### src/rtl/core/rldr_pkg.sv
// ----------------------------------------------------------------------------
// rldr_pkg
// Shared constants and types for the radial lens distortion remap pipeline.
// ----------------------------------------------------------------------------
`default_nettype none

package rldr_pkg;

  // Image size limit and radius precision.
  localparam int MAX_DIM   = 4096;
  localparam int FRAC_BITS = 16;

  // Field widths.
  localparam int COL_W   = 12;
  localparam int COLOR_W = 32;
  localparam int COEF_W  = 16;
  localparam int DIM_W   = 13;
  localparam int CFG_W   = 16;
  localparam int IDX_W   = 3;

  // Datapath widths.
  localparam int OFS_W  = DIM_W + 1;            // doubled offset from center
  localparam int D_W    = 2 * OFS_W;            // squared distance
  localparam int R_W    = 2 * DIM_W;            // squared corner radius
  localparam int REM_W  = D_W + 1;              // division remainder
  localparam int Q_W    = 2 * FRAC_BITS + 2;    // ratio D/R with fraction
  localparam int RS_W   = FRAC_BITS + 1;        // normalized radius
  localparam int P_W    = COEF_W + 6;           // Horner accumulator
  localparam int PROD_W = P_W + RS_W + 1;
  localparam int XP_W   = P_W + OFS_W;
  localparam int XS_W   = XP_W + 2;

  // Pipeline depths of the radius unit.
  localparam int DIV_STEPS  = Q_W;
  localparam int SQRT_STEPS = RS_W;
  localparam int RAD_LAT    = DIV_STEPS + SQRT_STEPS;

  // Configuration register indexes.
  localparam logic [IDX_W-1:0] REG_COEF_CUBIC    = 3'd0;
  localparam logic [IDX_W-1:0] REG_COEF_SQUARE   = 3'd1;
  localparam logic [IDX_W-1:0] REG_COEF_LINEAR   = 3'd2;
  localparam logic [IDX_W-1:0] REG_COEF_CONSTANT = 3'd3;
  localparam logic [IDX_W-1:0] REG_IMAGE_WIDTH   = 3'd4;
  localparam logic [IDX_W-1:0] REG_IMAGE_HEIGHT  = 3'd5;

  // Reset values.
  localparam logic [COEF_W-1:0] COEF_ONE     = 16'd4096;
  localparam logic [DIM_W-1:0]  RESET_WIDTH  = 13'd640;
  localparam logic [DIM_W-1:0]  RESET_HEIGHT = 13'd480;

  // Side data that travels alongside the radius unit.
  typedef struct packed {
    logic [COLOR_W-1:0]      color;
    logic signed [OFS_W-1:0] dx;
    logic signed [OFS_W-1:0] dy;
  } side_t;

endpackage

`default_nettype wire

### src/rtl/core/rldr_radius.sv
// ----------------------------------------------------------------------------
// rldr_radius
// Pipelined normalized radius: rs = isqrt(floor(D * 2^(2F) / R)), one
// restoring division bit per stage followed by one square-root digit per stage.
// ----------------------------------------------------------------------------
`default_nettype none

module rldr_radius
  import rldr_pkg::*;
(
  input  wire logic            clk,
  input  wire logic            rst,
  input  wire logic            en,
  input  wire logic            in_valid,
  input  wire logic [D_W-1:0]  d,
  input  wire logic [R_W-1:0]  r,
  input  wire logic            sat,
  output logic                 out_valid,
  output logic                 out_sat,
  output logic [RS_W-1:0]      rs
);

  logic [REM_W-1:0] div_rem [DIV_STEPS];
  logic [Q_W-1:0]   div_q   [DIV_STEPS];
  logic             div_v   [DIV_STEPS];
  logic             div_sat [DIV_STEPS];
  logic [Q_W-1:0]   sq_x    [SQRT_STEPS];
  logic [Q_W-1:0]   sq_res  [SQRT_STEPS];
  logic             sq_v    [SQRT_STEPS];
  logic             sq_sat  [SQRT_STEPS];

  logic [REM_W-1:0] div_rem_next [DIV_STEPS];
  logic [Q_W-1:0]   div_q_next   [DIV_STEPS];
  logic [Q_W-1:0]   sq_x_next    [SQRT_STEPS];
  logic [Q_W-1:0]   sq_res_next  [SQRT_STEPS];

  // Division stages: the first two produce the integer bits of D/R, the rest
  // shift the remainder and produce one fraction bit each.
  always_comb begin
    logic [REM_W-1:0] rem_in;
    logic [Q_W-1:0]   q_in;
    logic [REM_W-1:0] rem_sh;
    logic [REM_W-1:0] cmp;
    for (int i = 0; i < DIV_STEPS; i++) begin
      rem_in = (i == 0) ? REM_W'(d) : div_rem[(i == 0) ? 0 : i - 1];
      q_in   = (i == 0) ? '0 : div_q[(i == 0) ? 0 : i - 1];
      rem_sh = (i >= 2) ? (rem_in << 1) : rem_in;
      cmp    = (i == 0) ? (REM_W'(r) << 1) : REM_W'(r);
      if (rem_sh >= cmp) begin
        div_rem_next[i] = rem_sh - cmp;
        div_q_next[i]   = {q_in[Q_W-2:0], 1'b1};
      end else begin
        div_rem_next[i] = rem_sh;
        div_q_next[i]   = {q_in[Q_W-2:0], 1'b0};
      end
    end
  end

  // Square-root stages: one result bit per stage, from the top digit down.
  always_comb begin
    logic [Q_W-1:0] x_in;
    logic [Q_W-1:0] res_in;
    logic [Q_W-1:0] dbit;
    for (int k = 0; k < SQRT_STEPS; k++) begin
      x_in   = (k == 0) ? div_q[DIV_STEPS-1] : sq_x[(k == 0) ? 0 : k - 1];
      res_in = (k == 0) ? '0 : sq_res[(k == 0) ? 0 : k - 1];
      dbit   = Q_W'(1) << (2 * (SQRT_STEPS - 1 - k));
      if (x_in >= res_in + dbit) begin
        sq_x_next[k]   = x_in - (res_in + dbit);
        sq_res_next[k] = (res_in >> 1) + dbit;
      end else begin
        sq_x_next[k]   = x_in;
        sq_res_next[k] = res_in >> 1;
      end
    end
  end

  // Valid bits travel with the data and are cleared by reset.
  always_ff @(posedge clk) begin
    if (rst) begin
      for (int i = 0; i < DIV_STEPS; i++) div_v[i] <= 1'b0;
      for (int k = 0; k < SQRT_STEPS; k++) sq_v[k] <= 1'b0;
    end else if (en) begin
      div_v[0] <= in_valid;
      for (int i = 1; i < DIV_STEPS; i++) div_v[i] <= div_v[i-1];
      sq_v[0] <= div_v[DIV_STEPS-1];
      for (int k = 1; k < SQRT_STEPS; k++) sq_v[k] <= sq_v[k-1];
    end
  end

  // Stage payload.
  always_ff @(posedge clk) begin
    if (en) begin
      div_sat[0] <= sat;
      for (int i = 0; i < DIV_STEPS; i++) begin
        div_rem[i] <= div_rem_next[i];
        div_q[i]   <= div_q_next[i];
      end
      for (int i = 1; i < DIV_STEPS; i++) div_sat[i] <= div_sat[i-1];
      sq_sat[0] <= div_sat[DIV_STEPS-1];
      for (int k = 0; k < SQRT_STEPS; k++) begin
        sq_x[k]   <= sq_x_next[k];
        sq_res[k] <= sq_res_next[k];
      end
      for (int k = 1; k < SQRT_STEPS; k++) sq_sat[k] <= sq_sat[k-1];
    end
  end

  // A radius of twice the corner radius or more saturates.
  assign out_valid = sq_v[SQRT_STEPS-1];
  assign out_sat   = sq_sat[SQRT_STEPS-1];
  assign rs        = out_sat ? '1 : sq_res[SQRT_STEPS-1][RS_W-1:0];

endmodule

`default_nettype wire

### config.mk
export PLATFORM = sky130hd
export DESIGN_NAME = rldr_radius
export DESIGN_NICKNAME = d
export VERILOG_FILES = /design/src/rtl/core/rldr_pkg.sv /design/src/rtl/core/rldr_radius.sv
export SDC_FILE = /design/constraint.sdc
export NUM_CORES = 2
export LEC_CHECK = 0
export ABC_AREA = 0
export BUFFER_PORTS_ARGS = -buffer_cell sky130_fd_sc_hd__buf_4
export CAP_MARGIN = 10
export CORE_MARGIN = 4
export CORE_UTILIZATION = 65
export DETAILED_ROUTE_END_ITERATION = 7
export PLACE_DENSITY = 0.79
export SYNTH_ARGS = -nofsm -noshare
export SYNTH_HDL_FRONTEND = slang
export SYNTH_SLANG_ARGS = --single-unit
export TNS_END_PERCENT = 30
### constraint.sdc
create_clock -name clk -period 5.4 [get_ports clk]
set_input_delay 0.81 -clock clk [delete_from_list [all_inputs] [get_ports clk]]
set_output_delay 0.81 -clock clk [all_outputs]
set_load 0.01 [all_outputs]
== Word-level counts from Yosys, hierarchy flattened ==
Memories as Yosys holds them, arrays and structs flattened.
Index checks and enable logic that the tools add are counted.
Word-level totals
  flip-flop bits (word level): 0
  bits in latches: 0
  RAM bits: 3400
  memory bits (read-only): 0
  output and inout port bits: 19
  word-level logic and storage cells: 353
  memories: 8
Operators by class
  add/sub/neg operators: 83
  multiply operators: 0
  divide/modulo/power cells: 0
  $lt $le $gt $ge: 51
  equality and inequality tests: 0
  shift-type cells: 0
  mux-type cells: 160
  bitwise operators: 51
  reductions and logical operators: 0
Memory list
  div_q: depth 34, bits a word 34, read ports 34, clocked after memory_dff 0, write ports 34, RTL line rldr_radius.sv:24  | logic [Q_W-1:0] div_q [DIV_STEPS];
  div_rem: depth 34, bits a word 29, read ports 33, clocked after memory_dff 0, write ports 34, RTL line rldr_radius.sv:23  | logic [REM_W-1:0] div_rem [DIV_STEPS];
  sq_res: depth 17, bits a word 34, read ports 17, clocked after memory_dff 0, write ports 17, RTL line rldr_radius.sv:28  | logic [Q_W-1:0] sq_res [SQRT_STEPS];
  sq_x: depth 17, bits a word 34, read ports 16, clocked after memory_dff 0, write ports 17, RTL line rldr_radius.sv:27  | logic [Q_W-1:0] sq_x [SQRT_STEPS];
  div_sat: depth 34, bits a word 1, read ports 34, clocked after memory_dff 0, write ports 34, RTL line rldr_radius.sv:26  | logic div_sat [DIV_STEPS];
  div_v: depth 34, bits a word 1, read ports 34, clocked after memory_dff 0, write ports 34, RTL line rldr_radius.sv:25  | logic div_v [DIV_STEPS];
  2 more memories
Operators by type and width (count)
  2-to-1 mux 34 bit: 33
  2-to-1 mux 29 bit: 34
  greater-or-equal comparator 29 x 26 -> 1 bit: 33
  subtractor 29 x 26 -> 29 bit: 33
  greater-or-equal comparator 34 bit: 16
  subtractor 34 bit: 16
  2-to-1 mux 1 bit: 91
  OR 1 bit: 51
  adder 33 x 1 -> 34 bit, second input constant: 1
  adder 33 x 11 -> 34 bit, second input constant: 1
  adder 33 x 13 -> 34 bit, second input constant: 1
  adder 33 x 15 -> 34 bit, second input constant: 1
  adder 33 x 17 -> 34 bit, second input constant: 1
  adder 33 x 19 -> 34 bit, second input constant: 1
  adder 33 x 21 -> 34 bit, second input constant: 1
  adder 33 x 23 -> 34 bit, second input constant: 1
  adder 33 x 25 -> 34 bit, second input constant: 1
  adder 33 x 27 -> 34 bit, second input constant: 1
  adder 33 x 29 -> 34 bit, second input constant: 1
  adder 33 x 3 -> 34 bit, second input constant: 1
  adder 33 x 31 -> 34 bit, second input constant: 1
  adder 33 x 5 -> 34 bit, second input constant: 1
  adder 33 x 7 -> 34 bit, second input constant: 1
  adder 33 x 9 -> 34 bit, second input constant: 1
  other kinds (22): 22

== Longest topological paths before layout ==
  word-level depth: 4
  depth in mapped cells: 16

== Least setup slack after synthesis ==
OpenSTA, ideal clock, no wires.
  path kind: input-to-reg
  from: in r[1]
  to: mem div_rem[31][18] (netlist bit), data pin
  arrival time: 4.240 ns
  path slack: 0.900 ns
  cell stages on the path: 13
  path buffers: 2
  path through: inv_1 -> ha_1 -> nor2b_1 -> o21a_1 -> o21ai_0 -> nor4b_1 -> o31ai_1 -> a41o_1 -> a211oi_2 -> o311a_1 -> buf_2 -> buf_2 -> mux2_2
RTL lines
  start, declared: RTL line rldr_radius.sv:16  | input wire logic [R_W-1:0] r,
  end, declared: RTL line rldr_radius.sv:23

==> qor.yml <==
setup_viol: 0
cts_buffers: 235
crit_required_ns: 5.99
hold_path_class: "primary input to flop"
rsz0062_at_grt: "false"
grt_busiest_layer: "met2"
layout.cells.non_filler: 15000
drc: 0
area.growth.synth_to_final_pct: 9.69
p_leak_nw: 57.1
synthesis.nets: 13000
synth-main-ff-cell: "edfxtp_1"
met1_usage: 0.422
yosysSeqAreaShare: 0.521
routabilityCongestion: 0.955
wl_per_cell_um: 22.4
grt_pass1_wl_mm: 520
clkLatencyLatePin_ns: 0.90
die_x_um: 461
synth_top_area_frac: 0.521
drive_gt1_frac: 0.0798
irDropWorstVdd_v: 0.000405
drt-initial-drc-count: 9466
path_clk_slew_ns: 0.06
r2r_cells: 11
vias: 96000
min_from: "d[0]"
synth_simple_gate_area_share: 0.116
outcome: "finished, final reports clean"
grt.total_usage: 0.310
rrSetupSlack_ns: 1.10
synth_edf_count: 2319
globalRouteMet2Util: 0.507
startpoint_type: "flop"
grt_max_degree: 196
overflow: 0
fin_crit_sh: 0.797
powerDensity_nw_per_um2: 566
firstDrtPassIters: 6
max-cap-violations: 0
dieArea_um2: 213000
ys_top_cells_by_area: "edfxtp_1 (52%), ha_1 (9.8%), a21oi_1 (3.9%)"
period_minus_slack_ns: 4.30
synth.distinct_cells: 94
clock-sinks: 2319
synth_seq_cells: 2319
critPathCaptureType: "flop"
hold_depth: 1
clock_skew_ns: 0.0873
dp_slack_ns: 0.507
synthAdderAreaFrac: 0.103
initial_utilization: 0.653
max_freq_mhz: 232
hold_viol_final: 0
finalSetupTns_ns: 0
syn_inst: 11900
final_nets: 13300
core_um2: 205000
synth_compound_area_frac: 0.156
ys_async_sr_fraction: 0
relSlewSlack: 0.168
synth_top_family_by_area: "compound AO/OA/AOI/OAI gates"
worstPathArrival_ns: 4.90
hpwl_mm: 238
holdPathEnd: "div_rem[0][0]"
dpl_cell_area_um2: 139000
cts-root-buf: "clkbuf_16"
grt_pass1_vias: 92800
synth_xor_area_frac: 0.0647
cts-htree-levels: 4
total_power_mw: 83.0
cts_tree: "yes"
yosys_warnings: 0
synth.avg_cell_area_um2: 11.2
syn-cell-area_um2: 134000
die_h_um: 461
synth_top_cell_by_area: "edfxtp_1"
final-seq-area_um2: 69600
io_pins: 78
drt_wl_total_mm: 337
num-fill-cells: 13900
worstSetupPathType: "flop to flop"
io_buffers: 77
synthMuxAreaShare: 0.0164
fin_ws_ns: 1.10
drv_slew: 0
design_area_um2: 147000
rows: 166
viasPerCell: 6.39
clockBufferDepth: 3
grtUsageMet3: 0.0476
tightest_slew_ns: 1.25
r2r_end: "div_rem[17][5]"
critPathMaxFanout: 24
hold_buffers: 0
post_cts_buffers: 0
antenna_found_initial: 8
multi_input_area_um2: 61000
r2r_start: "div_rem[16][0]"
cts.repair.resized: 0
dp_cells: 14600
antenna_left: 0
[worst max-delay path: stages, from the launching register on]
cell and delay (ns):
edfxtp_1 0.43, ha_1 0.32, nor2b_1 0.13, o21ai_0 0.11, a21boi_1 0.35, o32ai_1 0.23
o31ai_1 0.44, a21o_1 0.29, a21oi_1 0.14, o31ai_4 0.79, buf_4 0.41, mux2_2 0.37
[cells in the mapped netlist, types with 113 or more instances]
master    number
xor2_1       443
nand2_1      885
clkbuf_1     176
nand4_1      136
a21o_1       428
mux2_2       181
and2_1       117
nand3_1      189
inv_1        519
xnor2_1      543
nor3_1       192
and3_1       120
nor2b_1      153
nor2_1       880
nand2b_1     145
o31ai_1      113
edfxtp_1    2319
o21a_1       184
o21ai_0      749
nor4_1       131
a21oi_1     1040
ha_1        1049
[metal layers]
metal / up-vias / share of wire
met1: 46200 / 0.42
met3: 794 / 0.073
met5: - / 0.000068
met2: 3886 / 0.47
met4: 4 / 0.041
li1: 45100 / -
[metrics by stage]
stage               hold slack [ns]   util
global route                 0.0615  0.716
finish                        0.103  0.716
detailed placement            0.405  0.678
floorplan                     0.400      -
global placement              0.400  0.678
CTS                          0.0325  0.716
[area by class of cell]
cell class,instances,share of cell area
Sequential cell,2319,0.475
Multi-Input combinational cell,8765,0.417
Clock buffer,270,0.0413
Tap cell,2688,0.0230
Timing Repair Buffer,278,0.0182
Inverter,522,0.0134
Clock inverter,166,0.0122
Antenna cell,2,0.0000342
[cells in the final DEF (no fill, tap or decap), types with 105 or more instances in the layout]
cell type and instances:
o21bai_1 105, nand2b_1 145, nor4_1 131, buf_4 232
nor3_1 192, mux2_2 181, xor2_1 443, inv_1 494
nand2_1 885, a21oi_1 1039, o21a_1 184, o21ai_0 749
clkbuf_16 237, nand4_1 136, nand3_1 188, a21o_1 428
xnor2_1 543, edfxtp_1 2319, nor2b_1 152, ha_1 1049
and3_1 120, and2_1 117, nor2_1 879
[state kept, by name (all words and copies together), names as in the netlist]
name,cells
div_q,595
div_sat,34
sq_x,544
div_rem,925
sq_v,17
div_v,34
sq_sat,17
sq_res,153
[logic make-up (layout without fill, tap and decap cells)]
group / Yosys count / after routing
simple gates: 3200 / 3200
buf+inv: 791 / 1236
other cells: 0 / 2
flops: 2319 / 2319
mux: 196 / 196
xor+xnor: 986 / 986
compound gates: 3301 / 3301
fa+ha+maj: 1082 / 1082
[worst max path at each step]
stage	startpoint	end	slack, ns	depth (start not counted)
after floorplan	r[1]	div_rem[31][18]	0.90	13
after global placement	r[1]	div_rem[31][3]	0.50	15
after detailed placement	r[1]	div_rem[31][3]	0.51	15
after CTS	div_rem[16][0]	div_rem[17][5]	1.22	11
after global routing	div_rem[13][0]	div_rem[14][9]	0.89	11
final	div_rem[16][0]	div_rem[17][5]	1.10	11
[report_power, final]
group,switching [mW],internal (mW),total (mW)
Sequential,3.39,27.0,30.4
Combinational,20.5,15.6,36.1
Clock,7.20,9.32,16.5
Power figures use the tool's default switching activity.
